--- src/hw/rtl/cfp_pkg.sv ---
// Package of the colon header fragment parser: types, codes, limits, helpers.
// No dependencies; compile first.
`default_nettype none

package cfp_pkg;

    localparam int MAX_LINE_DEF = 1250;
    localparam int MAX_DATA_DEF = 1000;
    localparam int MAX_NAME_DEF = 49;

    localparam int CMD_DEPTH = 4;
    localparam int RES_DEPTH = 2;

    localparam logic [7:0] COLON_CHAR = 8'h3A;
    localparam logic [7:0] DIGIT_LO   = 8'h30;
    localparam logic [7:0] DIGIT_HI   = 8'h39;
    localparam logic [9:0] SIZE_SAT   = 10'd1023;
    localparam logic [5:0] NAME_SAT   = 6'd63;

    localparam logic [1:0] KIND_NAME   = 2'd0;
    localparam logic [1:0] KIND_HEADER = 2'd1;
    localparam logic [1:0] KIND_DATA   = 2'd2;

    localparam logic [1:0] FIELD_TOTAL = 2'd0;
    localparam logic [1:0] FIELD_FRAG  = 2'd1;

    typedef enum logic [2:0] {
        OP_NOP      = 3'd0,
        OP_DIGIT    = 3'd1,
        OP_NONDIGIT = 3'd2,
        OP_HEADER   = 3'd3,
        OP_NAME     = 3'd4,
        OP_DATA     = 3'd5
    } t_op;

    typedef struct packed {
        logic       clear;
        t_op        op;
        logic [1:0] field;
        logic [7:0] value;
    } t_cmd;

    typedef struct packed {
        logic [1:0]  kind;
        logic [15:0] total;
        logic [15:0] frag;
        logic [9:0]  size;
        logic [7:0]  value;
        logic        last;
        logic        name_long;
        logic        clamped;
    } t_result;

    function automatic logic [15:0] acc16(input logic [15:0] acc, input logic [3:0] digit);
        logic [19:0] v;
        v = ({4'b0, acc} << 3) + ({4'b0, acc} << 1) + {16'b0, digit};
        return (v > 20'd65535) ? 16'hFFFF : v[15:0];
    endfunction

    function automatic logic [9:0] acc10(input logic [9:0] acc, input logic [3:0] digit);
        logic [13:0] v;
        v = ({4'b0, acc} << 3) + ({4'b0, acc} << 1) + {10'b0, digit};
        return (v > {4'b0, SIZE_SAT}) ? SIZE_SAT : v[9:0];
    endfunction

endpackage

`default_nettype wire

--- src/hw/rtl/colon_header_fragment_parser_unit.sv ---
// Top level of the colon header fragment parser: front end, command queue, back end,
// result queue. Depends on cfp_pkg, cfp_fifo, cfp_front, cfp_back.
//
//   channel   | direction | handshake            | payload
//   ----------+-----------+----------------------+------------------------------------
//   input     | in        | push / full          | byte_value, start_of_packet
//   result    | out       | pop / empty          | result_kind ... size_clamped
//
// One byte is taken every cycle while full is low; each result passes the command queue,
// then the result queue. The back end runs one command a cycle unless the result queue
// is full. A stalled result side fills the result queue, then the four-entry command
// queue, and only then raises full. Synchronous reset clears both queues and all parse state.
`default_nettype none

module colon_header_fragment_parser_unit
    import cfp_pkg::*;
#(
    parameter int MAX_LINE = MAX_LINE_DEF,
    parameter int MAX_DATA = MAX_DATA_DEF,
    parameter int MAX_NAME = MAX_NAME_DEF
) (
    input  wire logic        i_clk,
    input  wire logic        i_rst_n,
    input  wire logic        push,
    output logic             full,
    input  wire logic [7:0]  i_byte_value,
    input  wire logic        i_start_of_packet,
    output logic             empty,
    input  wire logic        pop,
    output logic      [1:0]  o_result_kind,
    output logic      [15:0] o_total_fragments,
    output logic      [15:0] o_fragment_number,
    output logic      [9:0]  o_data_size,
    output logic      [7:0]  o_out_byte,
    output logic             o_last_of_data,
    output logic             o_name_too_long,
    output logic             o_size_clamped
);

    logic    accept;
    logic    cmd_push, cmd_pop, cmd_empty;
    t_cmd    cmd_in, cmd_out;
    logic    res_push, res_full;
    t_result res_in, res_out;

    assign accept = push && !full;

    cfp_front #(
        .MAX_LINE(MAX_LINE)
    ) u_front (
        .i_clk            (i_clk),
        .i_rst_n          (i_rst_n),
        .i_accept         (accept),
        .i_byte_value     (i_byte_value),
        .i_start_of_packet(i_start_of_packet),
        .o_cmd_push       (cmd_push),
        .o_cmd            (cmd_in)
    );

    cfp_fifo #(
        .WIDTH($bits(t_cmd)),
        .DEPTH(CMD_DEPTH)
    ) u_cmd_q (
        .i_clk  (i_clk),
        .i_rst_n(i_rst_n),
        .i_push (cmd_push),
        .i_data (cmd_in),
        .i_pop  (cmd_pop),
        .o_data (cmd_out),
        .o_full (full),
        .o_empty(cmd_empty)
    );

    cfp_back #(
        .MAX_DATA(MAX_DATA),
        .MAX_NAME(MAX_NAME)
    ) u_back (
        .i_clk      (i_clk),
        .i_rst_n    (i_rst_n),
        .i_cmd_valid(!cmd_empty),
        .i_cmd      (cmd_out),
        .o_cmd_pop  (cmd_pop),
        .i_res_full (res_full),
        .o_res_push (res_push),
        .o_res      (res_in)
    );

    cfp_fifo #(
        .WIDTH($bits(t_result)),
        .DEPTH(RES_DEPTH)
    ) u_res_q (
        .i_clk  (i_clk),
        .i_rst_n(i_rst_n),
        .i_push (res_push),
        .i_data (res_in),
        .i_pop  (pop),
        .o_data (res_out),
        .o_full (res_full),
        .o_empty(empty)
    );

    assign o_result_kind     = res_out.kind;
    assign o_total_fragments = res_out.total;
    assign o_fragment_number = res_out.frag;
    assign o_data_size       = res_out.size;
    assign o_out_byte        = res_out.value;
    assign o_last_of_data    = res_out.last;
    assign o_name_too_long   = res_out.name_long;
    assign o_size_clamped    = res_out.clamped;

endmodule

`default_nettype wire

--- src/hw/rtl/cfp_fifo.sv ---
// Small register FIFO used for the command queue and the result queue.
// No package dependencies.
`default_nettype none

module cfp_fifo #(
    parameter int WIDTH = 8,
    parameter int DEPTH = 4
) (
    input  wire logic             i_clk,
    input  wire logic             i_rst_n,
    input  wire logic             i_push,
    input  wire logic [WIDTH-1:0] i_data,
    input  wire logic             i_pop,
    output logic      [WIDTH-1:0] o_data,
    output logic                  o_full,
    output logic                  o_empty
);

    localparam int AW = (DEPTH > 1) ? $clog2(DEPTH) : 1;
    localparam int CW = $clog2(DEPTH + 1);

    logic [WIDTH-1:0] r_mem [DEPTH];
    logic [AW-1:0]    r_wr, n_wr;
    logic [AW-1:0]    r_rd, n_rd;
    logic [CW-1:0]    r_cnt, n_cnt;
    logic             do_push, do_pop;

    assign o_full  = (r_cnt == CW'(DEPTH));
    assign o_empty = (r_cnt == '0);
    assign o_data  = r_mem[r_rd];
    assign do_push = i_push && !o_full;
    assign do_pop  = i_pop && !o_empty;

    always_comb begin
        n_wr  = r_wr;
        n_rd  = r_rd;
        n_cnt = r_cnt;
        if (do_push) begin
            n_wr = (r_wr == AW'(DEPTH - 1)) ? '0 : r_wr + 1'b1;
        end
        if (do_pop) begin
            n_rd = (r_rd == AW'(DEPTH - 1)) ? '0 : r_rd + 1'b1;
        end
        if (do_push && !do_pop) begin
            n_cnt = r_cnt + 1'b1;
        end else if (do_pop && !do_push) begin
            n_cnt = r_cnt - 1'b1;
        end
    end

    always_ff @(posedge i_clk) begin
        if (!i_rst_n) begin
            r_wr  <= '0;
            r_rd  <= '0;
            r_cnt <= '0;
        end else begin
            r_wr  <= n_wr;
            r_rd  <= n_rd;
            r_cnt <= n_cnt;
        end
    end

    always_ff @(posedge i_clk) begin
        if (do_push) begin
            r_mem[r_wr] <= i_data;
        end
    end

endmodule

`default_nettype wire

--- src/hw/rtl/cfp_front.sv ---
// Front end: tracks line position and colon count, classifies each byte into a command.
// Depends on cfp_pkg.
`default_nettype none

module cfp_front
    import cfp_pkg::*;
#(
    parameter int MAX_LINE = MAX_LINE_DEF
) (
    input  wire logic       i_clk,
    input  wire logic       i_rst_n,
    input  wire logic       i_accept,
    input  wire logic [7:0] i_byte_value,
    input  wire logic       i_start_of_packet,
    output logic            o_cmd_push,
    output t_cmd            o_cmd
);

    localparam int PW = $clog2(MAX_LINE + 1);

    logic [PW-1:0] r_pos, n_pos, pos;
    logic [2:0]    r_cc, n_cc, cc;
    logic          is_digit;

    assign pos      = i_start_of_packet ? '0 : r_pos;
    assign cc       = i_start_of_packet ? '0 : r_cc;
    assign is_digit = (i_byte_value >= DIGIT_LO) && (i_byte_value <= DIGIT_HI);

    always_comb begin
        n_pos       = r_pos;
        n_cc        = r_cc;
        o_cmd_push  = 1'b0;
        o_cmd.clear = i_start_of_packet;
        o_cmd.op    = OP_NOP;
        o_cmd.field = cc[1:0];
        o_cmd.value = i_byte_value;
        // bytes past the line limit leave the state alone and queue nothing
        if (i_accept && (pos < PW'(MAX_LINE))) begin
            n_pos      = pos + 1'b1;
            n_cc       = cc;
            o_cmd_push = 1'b1;
            if (cc >= 3'd4) begin
                o_cmd.op = OP_DATA;
            end else if (i_byte_value == COLON_CHAR) begin
                n_cc     = cc + 1'b1;
                o_cmd.op = (cc == 3'd3) ? OP_HEADER : OP_NOP;
            end else if (cc == 3'd3) begin
                o_cmd.op = OP_NAME;
            end else begin
                o_cmd.op = is_digit ? OP_DIGIT : OP_NONDIGIT;
            end
        end
    end

    always_ff @(posedge i_clk) begin
        if (!i_rst_n) begin
            r_pos <= '0;
            r_cc  <= '0;
        end else begin
            r_pos <= n_pos;
            r_cc  <= n_cc;
        end
    end

endmodule

`default_nettype wire

--- src/hw/rtl/cfp_back.sv ---
// Back end: runs queued commands, keeps the numeric fields and counters, builds results.
// Depends on cfp_pkg.
`default_nettype none

module cfp_back
    import cfp_pkg::*;
#(
    parameter int MAX_DATA = MAX_DATA_DEF,
    parameter int MAX_NAME = MAX_NAME_DEF
) (
    input  wire logic i_clk,
    input  wire logic i_rst_n,
    input  wire logic i_cmd_valid,
    input  wire t_cmd i_cmd,
    output logic      o_cmd_pop,
    input  wire logic i_res_full,
    output logic      o_res_push,
    output t_result   o_res
);

    logic [15:0] r_tot, n_tot, tot;
    logic [15:0] r_frg, n_frg, frg;
    logic [9:0]  r_sz,  n_sz,  sz;
    logic [2:0]  r_frz, n_frz, frz;
    logic [5:0]  r_nl,  n_nl,  nl;
    logic [9:0]  r_rem, n_rem, rem;
    logic [9:0]  hdr_size;
    logic        hdr_clamped;

    assign o_cmd_pop = i_cmd_valid && !i_res_full;

    // start of packet wipes the parse state ahead of this command
    assign tot = i_cmd.clear ? '0 : r_tot;
    assign frg = i_cmd.clear ? '0 : r_frg;
    assign sz  = i_cmd.clear ? '0 : r_sz;
    assign frz = i_cmd.clear ? '0 : r_frz;
    assign nl  = i_cmd.clear ? '0 : r_nl;
    assign rem = i_cmd.clear ? '0 : r_rem;

    assign hdr_clamped = (sz > 10'(MAX_DATA));
    assign hdr_size    = hdr_clamped ? 10'(MAX_DATA) : sz;

    always_comb begin
        n_tot      = r_tot;
        n_frg      = r_frg;
        n_sz       = r_sz;
        n_frz      = r_frz;
        n_nl       = r_nl;
        n_rem      = r_rem;
        o_res      = '0;
        o_res_push = 1'b0;
        if (o_cmd_pop) begin
            n_tot = tot;
            n_frg = frg;
            n_sz  = sz;
            n_frz = frz;
            n_nl  = nl;
            n_rem = rem;
            unique case (i_cmd.op)
                OP_DIGIT: begin
                    if (!frz[i_cmd.field]) begin
                        case (i_cmd.field)
                            FIELD_TOTAL: n_tot = acc16(tot, i_cmd.value[3:0]);
                            FIELD_FRAG:  n_frg = acc16(frg, i_cmd.value[3:0]);
                            default:     n_sz  = acc10(sz, i_cmd.value[3:0]);
                        endcase
                    end
                end
                OP_NONDIGIT: begin
                    n_frz[i_cmd.field] = 1'b1;
                end
                OP_HEADER: begin
                    n_rem         = hdr_size;
                    o_res_push    = 1'b1;
                    o_res.kind    = KIND_HEADER;
                    o_res.total   = tot;
                    o_res.frag    = frg;
                    o_res.size    = hdr_size;
                    o_res.last    = (hdr_size == '0);
                    o_res.clamped = hdr_clamped;
                end
                OP_NAME: begin
                    o_res_push      = 1'b1;
                    o_res.kind      = KIND_NAME;
                    o_res.value     = i_cmd.value;
                    o_res.name_long = (nl >= 6'(MAX_NAME));
                    if (nl != NAME_SAT) begin
                        n_nl = nl + 1'b1;
                    end
                end
                OP_DATA: begin
                    // drop bytes once the stated size is used up
                    if (rem != '0) begin
                        n_rem       = rem - 1'b1;
                        o_res_push  = 1'b1;
                        o_res.kind  = KIND_DATA;
                        o_res.value = i_cmd.value;
                        o_res.last  = (rem == 10'd1);
                    end
                end
                default: begin
                end
            endcase
        end
    end

    always_ff @(posedge i_clk) begin
        if (!i_rst_n) begin
            r_tot <= '0;
            r_frg <= '0;
            r_sz  <= '0;
            r_frz <= '0;
            r_nl  <= '0;
            r_rem <= '0;
        end else begin
            r_tot <= n_tot;
            r_frg <= n_frg;
            r_sz  <= n_sz;
            r_frz <= n_frz;
            r_nl  <= n_nl;
            r_rem <= n_rem;
        end
    end

endmodule

`default_nettype wire

--- config.mk ---
export PLATFORM = sky130hd
export DESIGN_NAME = colon_header_fragment_parser_unit
export DESIGN_NICKNAME = d
export VERILOG_FILES = /design/src/hw/rtl/cfp_pkg.sv /design/src/hw/rtl/colon_header_fragment_parser_unit.sv /design/src/hw/rtl/cfp_fifo.sv /design/src/hw/rtl/cfp_front.sv /design/src/hw/rtl/cfp_back.sv
export SDC_FILE = /design/constraint.sdc
export NUM_CORES = 1
export LEC_CHECK = 0
export ABC_CLOCK_PERIOD_IN_PS = 6700
export BUFFER_PORTS_ARGS = -buffer_cell sky130_fd_sc_hd__buf_2
export CAP_MARGIN = 0
export CELL_PAD_IN_SITES_DETAIL_PLACEMENT = 0
export CELL_PAD_IN_SITES_GLOBAL_PLACEMENT = 2
export CORE_ASPECT_RATIO = 2
export CORE_MARGIN = 2
export CORE_UTILIZATION = 40
export CTS_CLUSTER_DIAMETER = 60
export DETAILED_ROUTE_END_ITERATION = 8
export MAX_ROUTING_LAYER = met4
export PLACE_DENSITY = 0.8
export SYNTH_ARGS = -nofsm -noshare
export SYNTH_HDL_FRONTEND = slang
export SYNTH_HIERARCHICAL = 1
export SYNTH_SLANG_ARGS = --single-unit
export TNS_END_PERCENT = 10
--- constraint.sdc ---
create_clock -name i_clk -period 6.7 [get_ports i_clk]
set_clock_uncertainty 0.15 [all_clocks]
set_input_delay 1.675 -clock i_clk [delete_from_list [all_inputs] [get_ports i_clk]]
set_output_delay 1.675 -clock i_clk [all_outputs]
set_load 0.01 [all_outputs]
Word-level counts from Yosys, hierarchy flattened
Memories as Yosys holds them, arrays and structs flattened. A register that Yosys moved wholly into a read port is not among the register bits.
Index checks and enable logic that the tools add are counted.
Word-level totals
  flip-flop bits (word level): 86
  bits in writable memories: 166
  bits of input ports: 13
  output and inout bits: 57
  word-level logic and storage cells: 157
  memories kept: 2
Operators by class
  add/subtract/negate cells: 18
  $lt $le $gt $ge: 11
  equality and inequality tests: 14
  mux-type cells: 67
  bitwise operators: 1
  reductions and logical operators: 30
Memories
  u_res_q.r_mem: depth 2, bits a word 55, rd ports 1, clocked after Yosys merged registers in 1, wr ports 1, line cfp_fifo.sv:22  | logic [WIDTH-1:0] r_mem [DEPTH];
  u_cmd_q.r_mem: depth 4, bits a word 14, rd ports 1, clocked after Yosys merged registers in 1, wr ports 1, line cfp_fifo.sv:22
Operators by type and width (number)
  two-way mux 16 bit: 10
  two-way mux 10 bit: 8
  two-way mux 55 bit: 1
  two-way mux 42 bit: 1
  adder 19 x 17 -> 20 bit: 2
  adder 20 x 4 -> 20 bit: 2
  greater-than comparator 20 x 16 -> 1 bit (second input constant): 2
  two-way mux 3 bit: 11
  case mux 10 bit (2 select lines): 1
  two-way mux 2 bit: 9
  two-way mux 6 bit: 3
  case mux 8 bit (2 select lines): 1
  two-way mux 1 bit: 15
  adder 13 x 11 -> 14 bit: 1
  adder 14 x 4 -> 14 bit: 1
  greater-than comparator 14 x 10 -> 1 bit (second input constant): 1
  logical AND 1 bit: 13
  adder 11 x 1 -> 11 bit (second input constant): 1
  less-than comparator 11 bit (second input constant): 1
  two-way mux 11 bit: 1
  equality test 10 x 1 -> 1 bit (second input constant): 1
  greater-than comparator 10 bit (second input constant): 1
  logical NOT 10 bit: 1
  nonzero test 10 bit: 1
  31 further kinds: 52

Logic depth before layout (Yosys ltp)
  depth after elaboration: 10
  gate-level depth with buffers: 20
  depth with buffers taken out: 14

Hierarchy
Netlist, hierarchy kept.
Modules (own cells, without submodules)
  cfp_back: times used 1, cells each 928, area each 6737.7 um^2, seq. area each 1221.2 um^2
  cfp_fifo (u_res_q): times used 1, cells each 196, area each 4217.8 um^2, seq. area each 3403.3 um^2
  cfp_fifo (u_cmd_q): times used 1, cells each 124, area each 2513.7 um^2, seq. area each 1861.8 um^2
  cfp_front: times used 1, cells each 135, area each 1049.8 um^2, seq. area each 280.3 um^2
  colon_header_fragment_parser_unit: times used 1, cells each 2, area each 17.5 um^2, seq. area each 0.0 um^2

Least setup slack after synthesis
OpenSTA, ideal clock, no wires.
  path kind: flip-flop to flip-flop
  from: register (tool-made name)
  to: memory u_res_q/r_mem[0][0] (netlist bit) (enable)
  library setup time: 0.459 ns
  arrival time: 5.142 ns
  data required time: 6.091 ns
  slack: 0.949 ns
  stages on the path, launching flop included: 15
  buffers on the path: 5
  period minus slack after synthesis: 5.751 ns
  cell sequence: dfxtp_1 -> buf_6 -> buf_12 -> mux4_2 -> inv_1 -> clkbuf_1 -> buf_1 -> nand2_1 -> ha_1 -> and2_1 -> nand2b_1 -> buf_2 -> a31oi_1 -> inv_1 -> nor3_2
RTL lines (line)
  to (decl): cfp_fifo.sv:22

==> results.py <==
metrics = {
    "run_status": {
        "run_status": "complete, no violations",
    },
    "final_layout": {
        "finalInstanceArea_um2": 16200,
        "regArea_um2": 6770,
        "design.final.nets": 1545,
        "number_of_filler_instances_in_the_final_layout": 3405,
        "antenna-diode-count": 0,
        "area_of_combinational_cells_with_multiple_inputs_um2": 7210,
        "post_route_cells_drive_above_1_share": 0.155,
        "final-instance-count-excl-fill": 1900,
        "syn2layout_area_growth_pct": 11.1,
    },
    "setup_path": {
        "setup_crit_path_kind": "register to register",
        "crit_path_top_delay_cell": "sky130_fd_sc_hd__mux4_2",
        "crit_reg_reg_endpoint": "u_back/r_frg[8]$_SDFFE_PN0P_",
        "critPathLaunchType": "register",
        "worst-r2r-cell-count": 14,
        "timing.critical_path.fanout_max": 26,
        "critical_path_capture_point_type": "register",
        "worst-endpoint-required_ns": 6.95,
        "worst_path_dominant_cell_family": "compound AO/OA/AOI/OAI gates",
        "crit_path_cell_trace": "mux4_2 > inv_1 > buf_4 > nand2_1 > inv_1 > ha_1 > ha_1 > and3_1 > nand2b_1 > a2111oi_0 > o21ai_0 > a222oi_1 > and2_1 > a32oi_1",
        "cp.arrival_ns": 5.52,
        "rrSetupSlack_ns": 1.43,
        "critPathBufInv": 3,
        "critical_path.max_stage_delay_ns": 0.80,
    },
    "floorplan": {
        "design.portCount": 70,
        "placementRows": 98,
        "floorplan.core_area_um2": 35800,
        "overall_die_area_um2": 38000,
        "die_h_um": 274,
        "initial_core_util": 0.406,
        "die_w_um": 139,
    },
    "clock_tree": {
        "cts_resized": 0,
        "post_cts.repair.setup_buffers": 0,
        "clk_path_buf_depth": 3,
        "tritoncts": "built",
        "clock_sink_count": 255,
        "count_of_h_tree_levels_built_during_cts": 1,
        "worst_setup_hold_path_clk_slew_ns": 0.07,
        "insertion_delay_ns": 0.56,
        "clock-root-buffer": "sky130_fd_sc_hd__clkbuf_16",
        "cts-buffers-inserted": 25,
        "cts_hold_buffers": 0,
    },
    "route": {
        "detail_route.first_pass.iterations": 5,
        "route.final.wire_length_um": 39200,
        "route.detailed.vias_per_inst": 5.74,
        "route.detailed.wl_per_inst_um": 20.6,
        "via_count": 10900,
        "drt_drc_violations_left": 0,
        "drt.antenna.violating_nets": 0,
        "drtIter0Drc": 592,
    },
    "timing": {
        "finalCritPeriodShare": 0.786,
        "timing.final.hold_violations": 0,
        "finalWorstPathRequiredPeriod_ns": 5.27,
        "finalSetupViolations": 0,
        "rsz0062_at_grt": "no",
        "finalSetupTns_ns": 0,
        "timing_worst_slew_pin_value_ns": 1.04,
        "max_freq_ghz": 0.190,
        "timing.max_slew.rel_slack": 0.306,
        "report.final.slew_viol_count": 0,
    },
    "place": {
        "gp_routability_congestion": 0.891,
        "port_buffers": 69,
        "placed_cells": 1854,
        "place_area_um2": 15200,
        "dp_hpwl_um": 29300,
    },
    "job": {
        "number_of_max_capacitance_violations_reported": 0,
    },
    "power_and_ir_drop": {
        "seq_power_share": 0.372,
        "power.density_nw_per_um2": 355,
        "combinationalPowerShare": 0.358,
        "power.share.switching": 0.364,
        "power.leakage_nw": 6.36,
        "cell_internal_pwr_mw": 3.65,
        "netSwitchingPower_mw": 2.08,
        "clock_power_share": 0.270,
        "max-vdd-ir-drop_v": 0.000177,
    },
    "synthesis": {
        "post_synth_edffs": 166,
        "synth.ff_latch_count": 255,
        "synthesis.area_per_instance_um2": 10.5,
        "post_synth_inst_count": 1385,
        "yosys-top-cells-area": "sky130_fd_sc_hd__edfxtp_1 (34%), sky130_fd_sc_hd__dfxtp_1 (12%), sky130_fd_sc_hd__ha_1 (8.3%)",
        "post_synth_num_cell_types": 85,
        "post_synth_most_frequent_cells": "sky130_fd_sc_hd__edfxtp_1 (166), sky130_fd_sc_hd__nand2_1 (128), sky130_fd_sc_hd__a21oi_1 (127)",
        "post_synthesis_net_count": 1499,
        "yosys_warnings": 6,
        "synth_flop_cell": "sky130_fd_sc_hd__edfxtp_1",
        "synth.cell_area_um2": 14500,
        "netlist.area_leader.share": 0.343,
        "synthDominantAreaCellType": "sky130_fd_sc_hd__edfxtp_1",
        "yosysSeqAreaShare": 0.465,
        "synthMostInstantiatedCell": "sky130_fd_sc_hd__edfxtp_1",
        "async_flop_share": 0,
    },
    "global_route": {
        "grt_antenna_before_repair": 0,
        "first_pass_grt_wire_length_um": 61600,
        "grt.overflow.total": 0,
        "grt_max_degree": 56,
        "grt_use_total": 0.210,
        "grt_pass1_vias": 11200,
    },
    "hold_path": {
        "hold_path.startpoint": "u_front/r_cc[1]$_SDFFE_PN0P_",
        "hold_path_end": "u_front/r_cc[1]$_SDFFE_PN0P_",
        "holdCritPathClass": "register to register",
        "worst_hold_path.num_cells": 2,
    },
}
-- per-layer routing --
metal  GRT usage  part of all wire  vias to the layer above
met4      0.0797             0.035                        0
met2       0.430              0.59                      197
met1       0.199              0.35                     5345
met3      0.0168             0.026                       70
li1            -                 -                     5292
met5           -                 0                        -
-- layout by cell type, fill, tap and decap left out, types with 10 or more instances in the layout --
cell                        count
sky130_fd_sc_hd__nand4_1       10
sky130_fd_sc_hd__buf_2         69
sky130_fd_sc_hd__and2_1        30
sky130_fd_sc_hd__nor2b_1       31
sky130_fd_sc_hd__o21ai_0       58
sky130_fd_sc_hd__a21o_1        19
sky130_fd_sc_hd__o31ai_1       13
sky130_fd_sc_hd__o21a_1        12
sky130_fd_sc_hd__xor2_1        14
sky130_fd_sc_hd__mux4_2        14
sky130_fd_sc_hd__xnor2_1       25
sky130_fd_sc_hd__buf_4         18
sky130_fd_sc_hd__a211oi_1      17
sky130_fd_sc_hd__clkbuf_16     25
sky130_fd_sc_hd__nand2b_1      17
sky130_fd_sc_hd__nand2_1      128
sky130_fd_sc_hd__a31oi_1       26
sky130_fd_sc_hd__inv_1         49
sky130_fd_sc_hd__edfxtp_1     166
sky130_fd_sc_hd__nand3_1       19
sky130_fd_sc_hd__ha_1          96
sky130_fd_sc_hd__mux2_2        55
sky130_fd_sc_hd__nor2_1        77
sky130_fd_sc_hd__dfxtp_1       88
sky130_fd_sc_hd__and3_1        30
sky130_fd_sc_hd__a21oi_1      127
sky130_fd_sc_hd__nor3_1        28
sky130_fd_sc_hd__nor4_1        10
-- state kept, by name, indices dropped and copies added (netlist names), 6 cells and up, named ones only --
| signal | cells |
|---|---|
| u_back/r_frg | 16 |
| u_back/r_nl | 6 |
| u_cmd_q/r_mem | 56 |
| u_back/r_tot | 16 |
| u_back/r_rem | 10 |
| u_back/r_sz | 10 |
| u_res_q/r_mem | 110 |
| u_front/r_pos | 11 |
-- final cells by class --
class	count	area share
Sequential cell	255	0.419
Tap cell	450	0.0349
Multi-Input combinational cell	1008	0.446
Timing Repair Buffer	88	0.0310
Inverter	53	0.0123
Clock buffer	28	0.0401
Clock inverter	18	0.0163
-- worst register-to-register path: stages, from the launching register on --
cell                        delay [ns]
sky130_fd_sc_hd__dfxtp_1          0.36
sky130_fd_sc_hd__mux4_2           0.80
sky130_fd_sc_hd__inv_1            0.31
sky130_fd_sc_hd__buf_4            0.33
sky130_fd_sc_hd__nand2_1          0.23
sky130_fd_sc_hd__inv_1            0.13
sky130_fd_sc_hd__ha_1             0.23
sky130_fd_sc_hd__ha_1             0.34
sky130_fd_sc_hd__and3_1           0.26
sky130_fd_sc_hd__nand2b_1         0.07
sky130_fd_sc_hd__a2111oi_0        0.51
sky130_fd_sc_hd__o21ai_0          0.20
sky130_fd_sc_hd__a222oi_1         0.49
sky130_fd_sc_hd__and2_1           0.54
sky130_fd_sc_hd__a32oi_1          0.18
-- how the worst max path moves through the flow --
stage          cells after the start                       endpoint     start
6_report                          14   u_back/r_frg[8]$_SDFFE_PN0P_  register
3_5_place_dp                      12   u_back/r_frg[8]$_SDFFE_PN0P_  register
5_1_grt                           14  u_back/r_frg[11]$_SDFFE_PN0P_  register
2_1_floorplan                     14  u_res_q/r_mem[0][0]$_DFFE_PP_  register
4_1_cts                           12   u_back/r_frg[8]$_SDFFE_PN0P_  register
3_3_place_gp                      13   u_back/r_tot[1]$_SDFFE_PN0P_  register
-- power groups by stage --
stage	combinational (mW)	sequential, mW	clock [mW]
2_1_floorplan	1.40	2.13	0
5_1_grt	2.24	2.16	1.63
3_5_place_dp	2.08	2.17	0
4_1_cts	2.09	2.13	1.58
3_3_place_gp	2.07	2.15	0
6_report	2.05	2.13	1.55
-- metrics by stage --
step	util	hold WS, ns	setup slack (ns)	total power, mW
6_report	0.451	0.316	1.43	5.73
5_1_grt	0.451	0.344	1.11	6.04
4_1_cts	0.451	0.319	1.48	5.81
3_5_place_dp	0.426	0.309	1.53	4.24
3_3_place_gp	0.426	0.295	1.64	4.22
2_1_floorplan	-	0.281	0.949	3.53
-- logic make-up (layout without fill, tap and decap cells) --
family	after synthesis	in the layout	share of synthesized area
and+or+nand+nor	422	422	0.148
xor gates and xnor gates	39	39	0.0235
muxes	74	74	0.0677
buffers and inverters	122	187	0.0395
adders and majority gates	101	101	0.0895
AOI/OAI and AO/OA	372	372	0.167
DFF	255	255	0.465
(Power assumes the default switching activity.)
